$ cat config.mk
export PLATFORM = sky130hd
export DESIGN_NAME = ps2_mouse_packet_tracker
export DESIGN_NICKNAME = d
export VERILOG_FILES = /design/src/hw/rtl/ps2mt_pkg.sv /design/src/hw/rtl/ps2mt_cfg_regs.sv /design/src/hw/rtl/ps2mt_byte_tracker.sv /design/src/hw/rtl/ps2mt_cursor_unit.sv /design/src/hw/rtl/ps2_mouse_packet_tracker.sv
export VERILOG_INCLUDE_DIRS = /design/src /design/src/hw/rtl
export SDC_FILE = /design/constraint.sdc
export NUM_CORES = 1
export LEC_CHECK = 0
export ABC_AREA = 1
export BUFFER_PORTS_ARGS = -buffer_cell sky130_fd_sc_hd__buf_2
export CAP_MARGIN = 20
export CORE_ASPECT_RATIO = 2
export CORE_MARGIN = 5
export CORE_UTILIZATION = 50
export DETAILED_ROUTE_END_ITERATION = 8
export PLACE_DENSITY = 0.7
export SYNTH_ARGS = -nofsm -noshare
export SYNTH_HDL_FRONTEND = slang
export SYNTH_SLANG_ARGS = --single-unit
$ cat constraint.sdc
create_clock -name aclk -period 9.5 [get_ports aclk]
set_clock_uncertainty 0.05 [all_clocks]
set_input_delay 2.375 -clock aclk [delete_from_list [all_inputs] [get_ports aclk]]
set_output_delay 2.375 -clock aclk [all_outputs]
set_load 0.005 [all_outputs]
$ cat src/hw/rtl/ps2_mouse_packet_tracker_defines.svh
// Assertion macros shared by the mouse packet tracker RTL.
// Each macro expects aclk and aresetn in the scope where it is used.
`ifndef PS2_MOUSE_PACKET_TRACKER_DEFINES_SVH
`define PS2_MOUSE_PACKET_TRACKER_DEFINES_SVH

// Check a condition at every clock edge outside reset
`define PS2MT_ASSERT_NOW(label, cond, msg) \
    label: assert property (@(posedge aclk) disable iff (!aresetn) (cond)) \
        else $error(msg);

// Check that a condition holds in the cycle after a trigger
`define PS2MT_ASSERT_NEXT(label, ante, cons, msg) \
    label: assert property (@(posedge aclk) disable iff (!aresetn) (ante) |=> (cons)) \
        else $error(msg);

`endif

$ cat src/hw/rtl/ps2mt_pkg.sv
// Shared types, constants and the clamp function for the mouse packet tracker.
// No dependencies; every other RTL module imports this package.
`default_nettype none

package ps2mt_pkg;

    localparam int unsigned PosW   = 16;
    localparam int unsigned BtnW   = 3;
    localparam int unsigned CfgIdxW = 2;

    // Configuration register indexes
    typedef enum logic [CfgIdxW-1:0] {
        CFG_X_LIMIT = 2'd0,
        CFG_Y_LIMIT = 2'd1
    } cfg_index_t;

    localparam logic [PosW-1:0] XLimitReset = 16'd1023;
    localparam logic [PosW-1:0] YLimitReset = 16'd767;

    // Header byte bit positions
    localparam int unsigned HdrSyncBit = 3;
    localparam int unsigned HdrXSignBit = 4;
    localparam int unsigned HdrYSignBit = 5;

    typedef struct packed {
        logic [PosW-1:0] x_limit;
        logic [PosW-1:0] y_limit;
    } limits_t;

    // One completed packet, handed from the byte tracker to the cursor unit
    typedef struct packed {
        logic            valid;
        logic [BtnW-1:0] buttons;
        logic            x_neg;
        logic            y_neg;
        logic [7:0]      x_low;
        logic [7:0]      y_low;
    } packet_t;

    // Add a 9-bit signed delta to a position and saturate to 0..limit
    function automatic logic [PosW-1:0] clamp_move(
        input logic [PosW-1:0] pos,
        input logic            neg,
        input logic [7:0]      low,
        input logic [PosW-1:0] limit
    );
        logic [PosW+1:0] delta;
        logic [PosW+1:0] sum;
        logic [PosW-1:0] res;
        delta = {{(PosW+2-8){neg}}, low};
        sum   = {2'b00, pos} + delta;
        if (sum[PosW+1]) begin
            res = '0;
        end else if (sum[PosW:0] > {1'b0, limit}) begin
            res = limit;
        end else begin
            res = sum[PosW-1:0];
        end
        return res;
    endfunction

endpackage

`default_nettype wire

$ cat src/hw/rtl/ps2mt_cfg_regs.sv
// Configuration registers holding the x and y clamp limits.
// Depends on ps2mt_pkg.
`default_nettype none

module ps2mt_cfg_regs
    import ps2mt_pkg::*;
(
    input  wire logic               aclk,
    input  wire logic               aresetn,
    input  wire logic               cfg_valid,
    output logic                    cfg_ready,
    input  wire logic [CfgIdxW-1:0] cfg_index,
    input  wire logic [PosW-1:0]    cfg_data,
    output limits_t                 limits
);

    logic [PosW-1:0] x_limit_reg;
    logic [PosW-1:0] y_limit_reg;

    assign cfg_ready = 1'b1;

    // Write the addressed limit; drop writes to unknown indexes
    always_ff @(posedge aclk) begin
        if (!aresetn) begin
            x_limit_reg <= XLimitReset;
            y_limit_reg <= YLimitReset;
        end else if (cfg_valid) begin
            case (cfg_index)
                CFG_X_LIMIT: x_limit_reg <= cfg_data;
                CFG_Y_LIMIT: y_limit_reg <= cfg_data;
                default: begin
                end
            endcase
        end
    end

    assign limits.x_limit = x_limit_reg;
    assign limits.y_limit = y_limit_reg;

endmodule

`default_nettype wire

$ cat src/hw/rtl/ps2mt_byte_tracker.sv
// Input word register and packet phase tracker; assembles 3-byte packets.
// Depends on ps2mt_pkg and the assertion macro header.
`default_nettype none

`include "ps2_mouse_packet_tracker_defines.svh"

module ps2mt_byte_tracker
    import ps2mt_pkg::*;
(
    input  wire logic       aclk,
    input  wire logic       aresetn,
    input  wire logic       s_valid,
    output logic            s_ready,
    input  wire logic [7:0] s_rx_byte,
    input  wire logic       out_free,
    output packet_t         pkt
);

    typedef enum logic [2:0] {
        PH_HEADER = 3'b001,
        PH_XBYTE  = 3'b010,
        PH_YBYTE  = 3'b100
    } phase_t;

    phase_t          phase_reg, phase_next;
    logic            in_valid_reg, in_valid_next;
    logic [7:0]      byte_reg;
    logic [BtnW-1:0] buttons_reg;
    logic            x_neg_reg;
    logic            y_neg_reg;
    logic [7:0]      x_low_reg;
    logic            advance;

    // Only the last byte of a packet needs room in the result register
    assign advance = in_valid_reg && ((phase_reg != PH_YBYTE) || out_free);
    assign s_ready = !in_valid_reg || advance;

    // Hold the input word until it is consumed
    always_comb begin
        in_valid_next = in_valid_reg;
        if (s_valid && s_ready) begin
            in_valid_next = 1'b1;
        end else if (advance) begin
            in_valid_next = 1'b0;
        end
    end

    always_ff @(posedge aclk) begin
        if (!aresetn) begin
            in_valid_reg <= 1'b0;
        end else begin
            in_valid_reg <= in_valid_next;
        end
        if (s_valid && s_ready) begin
            byte_reg <= s_rx_byte;
        end
    end

    // Advance the packet phase; drop headers without the sync bit
    always_comb begin
        phase_next = phase_reg;
        if (advance) begin
            case (phase_reg)
                PH_HEADER: phase_next = byte_reg[HdrSyncBit] ? PH_XBYTE : PH_HEADER;
                PH_XBYTE:  phase_next = PH_YBYTE;
                PH_YBYTE:  phase_next = PH_HEADER;
                default:   phase_next = PH_HEADER;
            endcase
        end
    end

    always_ff @(posedge aclk) begin
        if (!aresetn) begin
            phase_reg   <= PH_HEADER;
            buttons_reg <= '0;
            x_neg_reg   <= 1'b0;
            y_neg_reg   <= 1'b0;
            x_low_reg   <= '0;
        end else begin
            phase_reg <= phase_next;
            if (advance && (phase_reg == PH_HEADER) && byte_reg[HdrSyncBit]) begin
                buttons_reg <= byte_reg[BtnW-1:0];
                x_neg_reg   <= byte_reg[HdrXSignBit];
                y_neg_reg   <= byte_reg[HdrYSignBit];
            end
            if (advance && (phase_reg == PH_XBYTE)) begin
                x_low_reg <= byte_reg;
            end
        end
    end

    // Hand the completed packet to the cursor unit
    assign pkt.valid   = advance && (phase_reg == PH_YBYTE);
    assign pkt.buttons = buttons_reg;
    assign pkt.x_neg   = x_neg_reg;
    assign pkt.y_neg   = y_neg_reg;
    assign pkt.x_low   = x_low_reg;
    assign pkt.y_low   = byte_reg;

    `PS2MT_ASSERT_NOW(a_pkt_needs_room, !pkt.valid || out_free, "packet issued while result register busy")
    `PS2MT_ASSERT_NEXT(a_pkt_resets_phase, pkt.valid, phase_reg == PH_HEADER, "phase did not return to header after packet")
    `PS2MT_ASSERT_NEXT(a_hold_word, in_valid_reg && !advance, in_valid_reg && $stable(byte_reg), "stalled input word lost")

endmodule

`default_nettype wire

$ cat src/hw/rtl/ps2mt_cursor_unit.sv
// Cursor position registers with saturating update and the result register.
// Depends on ps2mt_pkg and the assertion macro header.
`default_nettype none

`include "ps2_mouse_packet_tracker_defines.svh"

module ps2mt_cursor_unit
    import ps2mt_pkg::*;
(
    input  wire logic   aclk,
    input  wire logic   aresetn,
    input  wire packet_t pkt,
    input  wire limits_t limits,
    output logic        out_free,
    output logic        m_valid,
    input  wire logic   m_ready,
    output logic [PosW-1:0] m_pos_x,
    output logic [PosW-1:0] m_pos_y,
    output logic [BtnW-1:0] m_buttons
);

    logic [PosW-1:0] cursor_x_reg;
    logic [PosW-1:0] cursor_y_reg;
    logic [BtnW-1:0] buttons_reg;
    logic            out_valid_reg;
    logic [PosW-1:0] cursor_x_next;
    logic [PosW-1:0] cursor_y_next;

    assign out_free = !out_valid_reg || m_ready;

    // Move and saturate both axes
    assign cursor_x_next = clamp_move(cursor_x_reg, pkt.x_neg, pkt.x_low, limits.x_limit);
    assign cursor_y_next = clamp_move(cursor_y_reg, pkt.y_neg, pkt.y_low, limits.y_limit);

    // The cursor registers double as the result word; they only move when it is free
    always_ff @(posedge aclk) begin
        if (!aresetn) begin
            cursor_x_reg  <= '0;
            cursor_y_reg  <= '0;
            buttons_reg   <= '0;
            out_valid_reg <= 1'b0;
        end else if (pkt.valid) begin
            cursor_x_reg  <= cursor_x_next;
            cursor_y_reg  <= cursor_y_next;
            buttons_reg   <= pkt.buttons;
            out_valid_reg <= 1'b1;
        end else if (m_ready) begin
            out_valid_reg <= 1'b0;
        end
    end

    assign m_valid   = out_valid_reg;
    assign m_pos_x   = cursor_x_reg;
    assign m_pos_y   = cursor_y_reg;
    assign m_buttons = buttons_reg;

    `PS2MT_ASSERT_NEXT(a_pkt_gives_word, pkt.valid, out_valid_reg, "completed packet produced no result word")
    `PS2MT_ASSERT_NEXT(a_cursor_held, !pkt.valid, $stable(cursor_x_reg) && $stable(cursor_y_reg), "cursor moved without a packet")
    `PS2MT_ASSERT_NEXT(a_word_held, m_valid && !m_ready, m_valid && $stable(m_buttons), "word dropped")

endmodule

`default_nettype wire

$ cat src/hw/rtl/ps2_mouse_packet_tracker.sv
// Top level of the mouse packet tracker: byte tracker, cursor unit, limit registers.
// Depends on ps2mt_pkg, ps2mt_cfg_regs, ps2mt_byte_tracker, ps2mt_cursor_unit.
//
// Takes one received mouse byte per word on the s_ channel and emits one
// word on the m_ channel per completed 3-byte packet: the cursor position
// after adding the sign-extended deltas, saturated to 0..limit, and the
// button bits. A header byte without bit 3 set is dropped to resynchronize.
// The block accepts one byte every cycle unless stalled; each byte is held
// in the input register, and the result is registered in the cursor registers
// when the packet's last byte advances. Only the last byte of a packet waits,
// when the previous result word has not yet been taken. The x and y limits
// (indexes 0 and 1, reset 1023 and 767) are written on the cfg_ port, which
// is always ready; write them only while no packet result is outstanding.
`default_nettype none

module ps2_mouse_packet_tracker
    import ps2mt_pkg::*;
(
    input  wire logic               aclk,
    input  wire logic               aresetn,
    input  wire logic               s_valid,
    output logic                    s_ready,
    input  wire logic [7:0]         s_rx_byte,
    output logic                    m_valid,
    input  wire logic               m_ready,
    output logic [PosW-1:0]         m_pos_x,
    output logic [PosW-1:0]         m_pos_y,
    output logic [BtnW-1:0]         m_buttons,
    input  wire logic               cfg_valid,
    output logic                    cfg_ready,
    input  wire logic [CfgIdxW-1:0] cfg_index,
    input  wire logic [PosW-1:0]    cfg_data
);

    limits_t limits;
    packet_t pkt;
    logic    out_free;

    // Clamp limits
    ps2mt_cfg_regs u_cfg_regs (
        .aclk      (aclk),
        .aresetn   (aresetn),
        .cfg_valid (cfg_valid),
        .cfg_ready (cfg_ready),
        .cfg_index (cfg_index),
        .cfg_data  (cfg_data),
        .limits    (limits)
    );

    // Packet assembly
    ps2mt_byte_tracker u_byte_tracker (
        .aclk      (aclk),
        .aresetn   (aresetn),
        .s_valid   (s_valid),
        .s_ready   (s_ready),
        .s_rx_byte (s_rx_byte),
        .out_free  (out_free),
        .pkt       (pkt)
    );

    // Cursor update and result word
    ps2mt_cursor_unit u_cursor_unit (
        .aclk      (aclk),
        .aresetn   (aresetn),
        .pkt       (pkt),
        .limits    (limits),
        .out_free  (out_free),
        .m_valid   (m_valid),
        .m_ready   (m_ready),
        .m_pos_x   (m_pos_x),
        .m_pos_y   (m_pos_y),
        .m_buttons (m_buttons)
    );

endmodule

`default_nettype wire
Word level (Yosys, flattened, before mapping)
Cells that the tools add are included.

Register bits: 93. Bits in latches: 0. Bits in writable memories: 0. Memory bits (read-only): 0. Output and inout port bits: 38. Logic and storage cells: 48. Memories kept: 0.

Add/subtract/negate cells: 2. Multiply operators: 0. Divide/modulo/power cells: 0. Magnitude comparators: 2. Eq/ne operators: 5. Shift-type cells: 0. Mux-type cells: 10. Bitwise logic cells: 0. Reduce and logical (&&, ||, !) cells: 16.

Operators by type and width (number): 16-bit 2-to-1 mux (4); 17-bit by 9-bit adder with 18-bit output (2); 17-bit by 16-bit > comparator with 1-bit output (2); 1-bit logical AND (6); 3-bit one-hot mux with 2 select lines (1); 1-bit 2-to-1 mux (4); 2-bit AND reduction (2); 2-bit nonzero test (2); 3-bit by 1-bit == test with 1-bit output (second input constant) (1); 3-bit by 2-bit == test with 1-bit output (second input constant) (1); 3-bit == test (second input constant) (1); 1-bit logical OR (3); 3-bit != test (second input constant) (1); 2-bit by 1-bit == test with 1-bit output (second input constant) (1); 1-bit logical NOT (2); 2-bit logical NOT (1); 2-bit 2-to-1 mux (1).

Logic depth before layout (Yosys ltp)
Gate-level depths: netlist of the first run.

Word-level depth: 7. Mapped depth: 27.

Modules after synthesis
Synthesis of the first run repeated with hierarchy kept, for this count alone.

Cell total of the unflattened synthesis: 983. Area total of the unflattened synthesis: 6666.4 µm².

Modules (own cells, without submodules): ps2mt_cursor_unit (instances 1, cells an instance 699, area each 4384.2 µm²); ps2mt_cfg_regs (instances 1, cells an instance 172, area each 1280.0 µm²); ps2mt_byte_tracker (instances 1, cells an instance 112, area each 1002.2 µm²).

Worst setup path after synthesis of the first run
OpenSTA, ideal clock, no wires.

Kind: input port to output port. From: input port m_ready. To: output port s_ready. Arrival time: 2.655 ns. Data required time: 7.075 ns. Slack: 4.420 ns. Stages: 2. Path buffers: 0. Path through: nor2_1 nand3_1.

Word-level cells in the longest chain between the ends: 4.

Ends and longest elaborated chain: start, declared (RTL line ps2_mouse_packet_tracker.sv:25) `input wire logic m_ready,`; 1-bit logical OR (RTL line ps2mt_cursor_unit.sv:29) `assign out_free = !out_valid_reg || m_ready;`; 1-bit logical OR (RTL line ps2mt_byte_tracker.sv:35) `assign advance = in_valid_reg && ((phase_reg != PH_YBYTE) || out_free);`; 1-bit logical AND (RTL line ps2mt_byte_tracker.sv:35); 1-bit logical OR (RTL line ps2mt_byte_tracker.sv:36) `assign s_ready = !in_valid_reg || advance;`; end, declared (RTL line ps2_mouse_packet_tracker.sv:22) `output logic s_ready,`.

Every way passes these cells.

Worst setup path in the final report of the first run
Same ends and word-level chain as after synthesis.

==> results of run 1 <==
[final timing paths]
kind,from,end,slack (ns),cells past startpoint
hold / removal,u_cursor_unit.m_buttons[1],u_cursor_unit.m_buttons[1],0.41,2
setup reg to reg,u_cursor_unit.m_pos_x[0],u_cursor_unit.m_pos_x[4],5.16,21
setup / recovery,m_ready,s_ready,4.16,4
hold reg to reg,u_cursor_unit.m_buttons[1],u_cursor_unit.m_buttons[1],0.41,2
[cell families (layout without fill, tap and decap cells)]
logic type / Yosys count / in the layout / synth area share (%)
and+or+nand+nor: 384 / 384 / 27.67
xor gates and xnor gates: 25 / 25 / 3.510
buffers and inverters: 153 / 212 / 9.753
DFF: 93 / 93 / 30.09
adders and majority gates: 68 / 68 / 13.42
AOI/OAI and AO/OA: 171 / 171 / 15.49
other: 1 / 1 / 0.05812
[final cells by class]
cell class                      instances  area share [%]
Inverter                              127           6.656
Clock buffer                           10           3.197
Timing Repair Buffer                   69           4.892
Tap cell                              150           2.621
Multi-Input combinational cell        649           54.19
Clock inverter                          6           1.328
Sequential cell                        93           27.11
[tightest hold or removal path: cells and delay by family, from the launching register on]
| kind | cells | cell delay [ns] |
|---|---|---|
| simple gates | 1 | 0.06 |
| flops | 1 | 0.31 |
| compound gates | 1 | 0.05 |
[report_power, final]
group          switching, mW  leakage (nW)  internal, mW  total, mW
combinational          0.102          2.70        0.0468      0.149
sequential           0.00848         0.769         0.407      0.416
clock                  0.160         0.151         0.234      0.394
[layer usage]
metal	share of wire [%]	routed length, um	track usage [%]	up-vias
li1	-	-	-	3064
met3	2.5	442	2.200	58
met5	0	0	0	-
met4	5.3	943	12.64	0
met1	37	6486	23.01	2728
met2	56	9893	45.82	119
[layout by cell type, fill, tap and decap left out, types with 5 or more instances in the layout]
cell type                   count
sky130_fd_sc_hd__a21oi_1       88
sky130_fd_sc_hd__a21oi_2       11
sky130_fd_sc_hd__buf_2         67
sky130_fd_sc_hd__clkbuf_16      9
sky130_fd_sc_hd__dfxtp_1       85
sky130_fd_sc_hd__edfxtp_1       8
sky130_fd_sc_hd__ha_1          66
sky130_fd_sc_hd__inv_1        122
sky130_fd_sc_hd__nand2_1      213
sky130_fd_sc_hd__nand2_2        9
sky130_fd_sc_hd__nand3_1       75
sky130_fd_sc_hd__nand3_2       12
sky130_fd_sc_hd__nand3b_1       5
sky130_fd_sc_hd__nand4_1        9
sky130_fd_sc_hd__nor2_1        43
sky130_fd_sc_hd__o211ai_1      18
sky130_fd_sc_hd__o21ai_0       31
sky130_fd_sc_hd__o21bai_1       6
sky130_fd_sc_hd__xnor2_1        8
sky130_fd_sc_hd__xor2_1        16
==> Flow_metrics.wiki, run 1 <==
{| class="wikitable"
! Metric !! Value
|-
| Endpoint class of the critical path || primary output
|-
| Number of buffers added by the clock tree synthesis step || 9
|-
| Number of enable flip-flop cells after synthesis || 8
|-
| Number of nets in the finished design || 1,048
|-
| Finished layout cell area || approximately 0.0072 sq mm
|-
| Final-layout setup total negative slack || 0 ns
|-
| Proportion of layout cells with a drive suffix above 1 || 14.26%
|-
| Die X || around 90 um
|-
| Via count of the first global-routing pass || 6,029
|-
| Max-slew violation total from the final report || 0
|-
| Dpl hpwl || 14,030 um
|-
| Count of endpoints failing hold in the final timing report || 0
|-
| Status || finished clean
|-
| Overflow left after global routing || 0
|-
| Hold-fix buffers at CTS || 0
|-
| Top-level port count || 69
|-
| Max rail drop VDD || 0.0001263 V
|-
| Tightest slew margin relative to the limit || 42.51%
|-
| Number of filler instances in the final layout || between 1k and 1.5k
|-
| Area share of the largest cell type after synthesis || a little over a quarter
|-
| Number of cells in the finished layout apart from fillers || between 1k and 1.5k
|-
| Min cycle time layout || 5.339 ns
|-
| Achievable clock frequency || 187.3 MHz
|-
| Global-route wire length before repair || roughly 29,000 um
|-
| Port Buf Inserts || 67
|-
| Synth warn || 0
|-
| Drt first-iter violations || 379
|-
| Unique cell type count in the Yosys netlist || 50
|-
| Clock insertion delay at the later pin of the skew report || 0.34 ns
|-
| DR pass1 iterations || 7
|-
| Drt total wl || 17,770 um
|-
| Endpoint required time on the critical path || 7.08 ns
|-
| CTS tree || yes
|-
| Starting density of the core || between 50% and 60%
|-
| Synthesized area || 0.006452 sq mm
|-
| Element type at the critical path start || input port
|-
| Power density cells || 133.9 mW/mm^2
|-
| Total of cells resized after clock tree synthesis || 0
|-
| Count of placed standard cells including taps || 1,088
|-
| Number of antenna violations at the first check in global routing || 0
|-
| Ys flop type || sky130_fd_sc_hd__dfxtp_1
|-
| Worst Path Max Fanout || 3
|-
| Slew at the pin closest to its max-slew limit || 0.8594 ns
|-
| Std cell rows || 58
|-
| Die area || 0.01541 sq mm
|-
| Setup repair after global routing missed its margin || false
|-
| Placed standard-cell area || approximately 0.0068 sq mm
|-
| Buffers and inverters on the worst path || 2
|-
| Power, Total || about 960 uW
|-
| Pin count of the biggest net entering global routing || 48
|-
| Maximum count of clock buffers along a single path || 2
|-
| Clock transition at the registers of the reported paths || around 0.070 ns
|-
| Hold_ws || 0.4110 ns
|-
| Static Leak || roughly 3.6 nW
|-
| Vias per std cell || 5.407
|-
| Cell types occupying the most area after synthesis || sky130_fd_sc_hd__dfxtp_1 26%, sky130_fd_sc_hd__ha_1 13%, sky130_fd_sc_hd__nand2_1 12%
|-
| DRC violation count after routing || 0
|-
| Maximum capacitance violations || 0
|-
| Area occupied by multi-input gates || about 0.0039 sq mm
|-
| GR Util All Layers || 23.11%
|-
| Crit-path cells || buf_2, nor2_1, nand3_1, buf_2
|-
| Most instantiated cells after synthesis || 213 x sky130_fd_sc_hd__nand2_1, 122 x sky130_fd_sc_hd__inv_1, 88 x sky130_fd_sc_hd__a21oi_1
|-
| Nets in the synthesized netlist || 994
|-
| Crit share post-route || 56.20%
|-
| Category of the most critical setup path || in2out
|-
| Vertical die dimension || 170.7 um
|-
| Final number of setup-violating endpoints || 0
|-
| Number of post-CTS setup repair buffers || 0
|-
| Worst setup slack before clock tree synthesis || 4.149 ns
|-
| Vias post-DR || 5,969
|-
| Fraction of the yosys area taken by sequential cells || 30.10%
|-
| Largest stage delay, worst path || 0.16 ns
|-
| Register Area || 0.001942 sq mm
|-
| Clock Sink Count || 93
|-
| Number of instances in the synthesized netlist || slightly below 900
|-
| Clock root buffer || sky130_fd_sc_hd__clkbuf_16
|-
| Growth of design area from synthesis to finish || 10.99%
|-
| Cell type with the highest occurrence count on the critical path || sky130_fd_sc_hd__buf_2
|-
| Number of nets with antenna violations after routing || 0
|-
| Setup slack after layout || 4.161 ns
|-
| Utilization after layout || 56.72%
|-
| Routability cong. || ~0.93
|-
| Slowest library cell on the worst path || sky130_fd_sc_hd__nor2_1
|-
| Data arrival, critical path || 2.91 ns
|-
| Post-synth top area cell || sky130_fd_sc_hd__dfxtp_1
|-
| Routed len/inst || about 16 um
|-
| Core Region || 0.01263 sq mm
|-
| Number of register bits inferred by synthesis || 93
|-
| Clock H-tree levels || 3
|-
| Fraction of registers with async set/reset || 0%
|-
| # diodes || 0
|-
| Crit-path leading delay family || simple AND/OR/NAND/NOR gates
|-
| Cell with the most instances after synthesis || sky130_fd_sc_hd__nand2_1
|-
| Path class of the lowest-slack min-delay path || reg2reg
|-
| Mean area per synthesized cell || 7.209 sq um
|}
Power figures use the tool's default switching activity.
==> run 2: changes to the inputs <==
Settings changed: PLACE_DENSITY 0.7 to 0.72.
Clock period 9.5 ns to 4.3 ns, I/O delays scaled along.
==> run 2 against run 1 <==
Compared with the run above:
- register-to-register slack lost 4.8 ns
- sequential power rose by 120%
- core utilization is 0.29 points higher
- critical path depth is 17 higher
- setup slack got worse by 3.8 ns
- final area increased by 0.51%
- wire length up 4.4%
- die area stayed put
==> Flow_metrics.wiki, run 2 (synthesis results as in run 1) <==
{| class="wikitable"
! Metric !! Value
|-
| Global-route wire length before repair || 29,970 um (+4.1%)
|-
| Growth of design area from synthesis to finish || 11.56%
|-
| DR pass1 iterations || 6 (-1)
|-
| Vias per std cell || 5.532 (+2.3%)
|-
| Register Area || 0.001942 sq mm (unchanged)
|-
| Placed standard-cell area || 0.006895 sq mm (+0.84%)
|-
| Crit-path leading delay family || simple AND/OR/NAND/NOR gates
|-
| Worst Path Max Fanout || 11 (+8)
|-
| Share of total power in the clock network || 39.6% (-1.5 points)
|-
| Buffers and inverters on the worst path || 4 (+2)
|-
| Vias post-DR || 6,135 (+2.8%)
|-
| Port Buf Inserts || 67 (unchanged)
|-
| Proportion of layout cells with a drive suffix above 1 || 14.60% (+0.34 points)
|-
| Number of cells in the finished layout apart from fillers || 1,109 (+0.45%)
|-
| Most common library cell in the layout ignoring fill and taps || sky130_fd_sc_hd__nand2_1
|-
| Crit-path cells || ha_1, inv_1, fa_1, nand3b_1, nand2_1, nand2_1, nand2_2, a21oi_1, o21bai_1, xor2_1, inv_1, ha_1, nand2_1, inv_1, nand4_1, nor4_1, nand3_2, buf_4, nand3b_1, nand3_1, a21oi_1
|-
| Reported net switching power || 589.8 uW (+120%)
|-
| Dpl hpwl || 15,050 um (+7.3%)
|-
| Number of post-CTS setup repair buffers || 0 (unchanged)
|-
| Clock root buffer || sky130_fd_sc_hd__clkbuf_16
|-
| Pin count of the biggest net entering global routing || 40 (-17%)
|-
| Tightest slew margin relative to the limit || 51.37% (+8.9 points)
|-
| Setup repair after global routing missed its margin || false
|-
| Critical R2R Launch || u_cursor_unit.m_pos_x[0]
|-
| Max-slew violation total from the final report || 0 (unchanged)
|-
| Net switching fraction of the power || 28.30% (+0.049 points)
|-
| Vertical die dimension || 170.7 um (unchanged)
|-
| Slew at the pin closest to its max-slew limit || 0.7287 ns (-0.1307 ns)
|-
| GR Util All Layers || 24.22% (+1.1 points)
|-
| Clock insertion delay at the later pin of the skew report || 0.35 ns (about the same)
|-
| Clock transition at the registers of the reported paths || 0.07 ns (about the same)
|-
| Count of placed standard cells including taps || 1,094 (+0.55%)
|-
| # diodes || 0 (unchanged)
|-
| Commonest non-fill, non-tap cells in the layout || 213 x sky130_fd_sc_hd__nand2_1, 122 x sky130_fd_sc_hd__inv_1, 88 x sky130_fd_sc_hd__a21oi_1
|-
| Std cell rows || 58 (unchanged)
|-
| Number of nets with antenna violations after routing || 0 (unchanged)
|-
| Core Region || 0.01263 sq mm (unchanged)
|-
| Final number of setup-violating endpoints || 0 (unchanged)
|-
| Routed len/inst || 16.73 um (+4.0%)
|-
| Portion of total power attributed to sequential cells || 43.9% (+0.5 points)
|-
| Starting density of the core || 51.10% (unchanged)
|-
| Setup slack after layout || 0.3746 ns (-3.787 ns)
|-
| Crit share post-route || 91.29%
|-
| Power, Total || 2.084 mW (+120%)
|-
| Max rail drop VDD || 0.0002227 V (+76%)
|-
| Total of cells resized after clock tree synthesis || 0 (unchanged)
|-
| Cell depth of the worst flop-to-flop path || 21 (unchanged)
|-
| Number of antenna violations at the first check in global routing || 0 (unchanged)
|-
| Worst setup slack before clock tree synthesis || 0.4207 ns (-3.728 ns)
|-
| Static Leak || 3.645 nW (+0.60%)
|-
| Status || finished clean
|-
| Gate power share || 16.5% (+1.0 points)
|-
| Overflow left after global routing || 0 (unchanged)
|-
| Clock Sink Count || 93 (unchanged)
|-
| Routability cong. || 1.004 (+7.8%)
|-
| Final-layout setup total negative slack || 0 ns (unchanged)
|-
| Category of the most critical setup path || reg2reg
|-
| Drt total wl || 18,550 um (+4.4%)
|-
| Cell internal power dissipation || 1.494 mW (+120%)
|-
| Drt first-iter violations || 340 (-10%)
|-
| CTS tree || yes
|-
| Largest stage delay, worst path || 0.41 ns (+0.25 ns)
|-
| Hold_ws || 0.4109 ns (-0.00008500 ns)
|-
| Via count of the first global-routing pass || 6,094 (+1.1%)
|-
| Element type at the critical path start || flip-flop
|-
| Min cycle time layout || 3.925 ns
|-
| Number of nets in the finished design || 1,054 (+0.57%)
|-
| Path class of the lowest-slack min-delay path || reg2reg
|-
| Endpoint of the worst-slack reg-to-reg timing path || u_cursor_unit.m_pos_x[0]
|-
| Hold-fix buffers at CTS || 0 (unchanged)
|-
| Top-level port count || 69 (unchanged)
|-
| Power density cells || 289.5 mW/mm^2 (+120%)
|-
| Data arrival, critical path || 4.15 ns (+1.24 ns)
|-
| Launch point of the worst path || u_cursor_unit.m_pos_x[0]
|-
| Finished layout cell area || 0.007198 sq mm (+0.51%)
|-
| Achievable clock frequency || 254.7 MHz
|-
| Number of filler instances in the final layout || 1,271 (+0.79%)
|-
| Maximum capacitance violations || 0 (unchanged)
|-
| Register-to-register path setup slack || 0.37 ns (-4.79 ns)
|-
| Die area || 0.01541 sq mm (unchanged)
|-
| Area occupied by multi-input gates || 0.003881 sq mm (unchanged)
|-
| Clock H-tree levels || 3 (unchanged)
|-
| Die X || 90.33 um (unchanged)
|-
| Maximum count of clock buffers along a single path || 2 (unchanged)
|-
| Endpoint class of the critical path || flip-flop
|-
| Slowest library cell on the worst path || sky130_fd_sc_hd__fa_1
|-
| DRC violation count after routing || 0 (unchanged)
|-
| Number of buffers added by the clock tree synthesis step || 9 (unchanged)
|-
| Utilization after layout || 57.01% (+0.29 points)
|-
| Crit path capture || u_cursor_unit.m_pos_x[0]
|-
| Endpoint required time on the critical path || 4.52 ns (-2.56 ns)
|-
| Number of stages on the worst setup path || 21 (+17)
|-
| Count of endpoints failing hold in the final timing report || 0 (unchanged)
|}
[run 2: cell count changes in the layout (fill, tap and decap cells not counted)]
cell                        delta
sky130_fd_sc_hd__buf_4         +5
sky130_fd_sc_hd__buf_12        +1
sky130_fd_sc_hd__bufinv_16     -1
sky130_fd_sc_hd__clkbuf_1      +1
sky130_fd_sc_hd__clkbuf_16     +1
sky130_fd_sc_hd__inv_6         -1
sky130_fd_sc_hd__inv_8         -1
[run 2: how the worst min path moves through the flow]
stage | from | endpoint | cells after the start
6_report | u_cursor_unit.m_buttons[2] | u_cursor_unit.m_buttons[2] | 2
4_1_cts | u_cursor_unit.m_buttons[2] | u_cursor_unit.m_buttons[2] | 2
2_1_floorplan | u_byte_tracker.buttons_reg[0] | u_cursor_unit.m_buttons[0] | 2
3_3_place_gp | u_cursor_unit.m_buttons[1] | u_cursor_unit.m_buttons[1] | 2
5_1_grt | u_byte_tracker.x_low_reg[4] | u_byte_tracker.x_low_reg[4] | 2
3_5_place_dp | u_cursor_unit.m_buttons[1] | u_cursor_unit.m_buttons[1] | 2
[run 2: cell type report]
class                   instances  area share, %
clock buffers                  12          3.581
clock inverters                 3         0.6258
inverters                     127          6.623
multi-input cells             649          53.92
flip-flops and latches         93          26.98
well taps                     150          2.607
repair buffers                 75          5.667
[run 2: power groups by stage]
| stage | registers (mW) | logic, mW | clock network [mW] |
|---|---|---|---|
| after detailed placement | 0.934 | 0.341 | 0 |
| after global routing | 0.916 | 0.389 | 0.876 |
| after floorplan | 0.930 | 0.256 | 0 |
| after CTS | 0.914 | 0.344 | 0.833 |
| after global placement | 0.933 | 0.337 | 0 |
| final | 0.914 | 0.344 | 0.826 |
[run 2: per-layer routing]
metal | up-vias | part of all wire [%] | GRT usage [%]
li1 | 3079 | - | -
met1 | 2795 | 34 | 22.70
met2 | 182 | 55 | 47.23
met3 | 79 | 3.8 | 2.992
met4 | 0 | 7.0 | 17.24
met5 | - | 0 | 0
[run 2: worst reg2reg max path: stages, from the launching register on]
cell                       delay [ns]
sky130_fd_sc_hd__dfxtp_1         0.38
sky130_fd_sc_hd__ha_1            0.28
sky130_fd_sc_hd__inv_1           0.08
sky130_fd_sc_hd__fa_1            0.41
sky130_fd_sc_hd__nand3b_1        0.18
sky130_fd_sc_hd__nand2_1         0.14
sky130_fd_sc_hd__nand2_1         0.08
sky130_fd_sc_hd__nand2_2         0.13
sky130_fd_sc_hd__a21oi_1         0.12
sky130_fd_sc_hd__o21bai_1        0.17
sky130_fd_sc_hd__xor2_1          0.21
sky130_fd_sc_hd__inv_1           0.07
sky130_fd_sc_hd__ha_1            0.29
sky130_fd_sc_hd__nand2_1         0.06
sky130_fd_sc_hd__inv_1           0.07
sky130_fd_sc_hd__nand4_1         0.09
sky130_fd_sc_hd__nor4_1          0.25
sky130_fd_sc_hd__nand3_2         0.24
sky130_fd_sc_hd__buf_4           0.25
sky130_fd_sc_hd__nand3b_1        0.11
sky130_fd_sc_hd__nand3_1         0.09
sky130_fd_sc_hd__a21oi_1         0.13
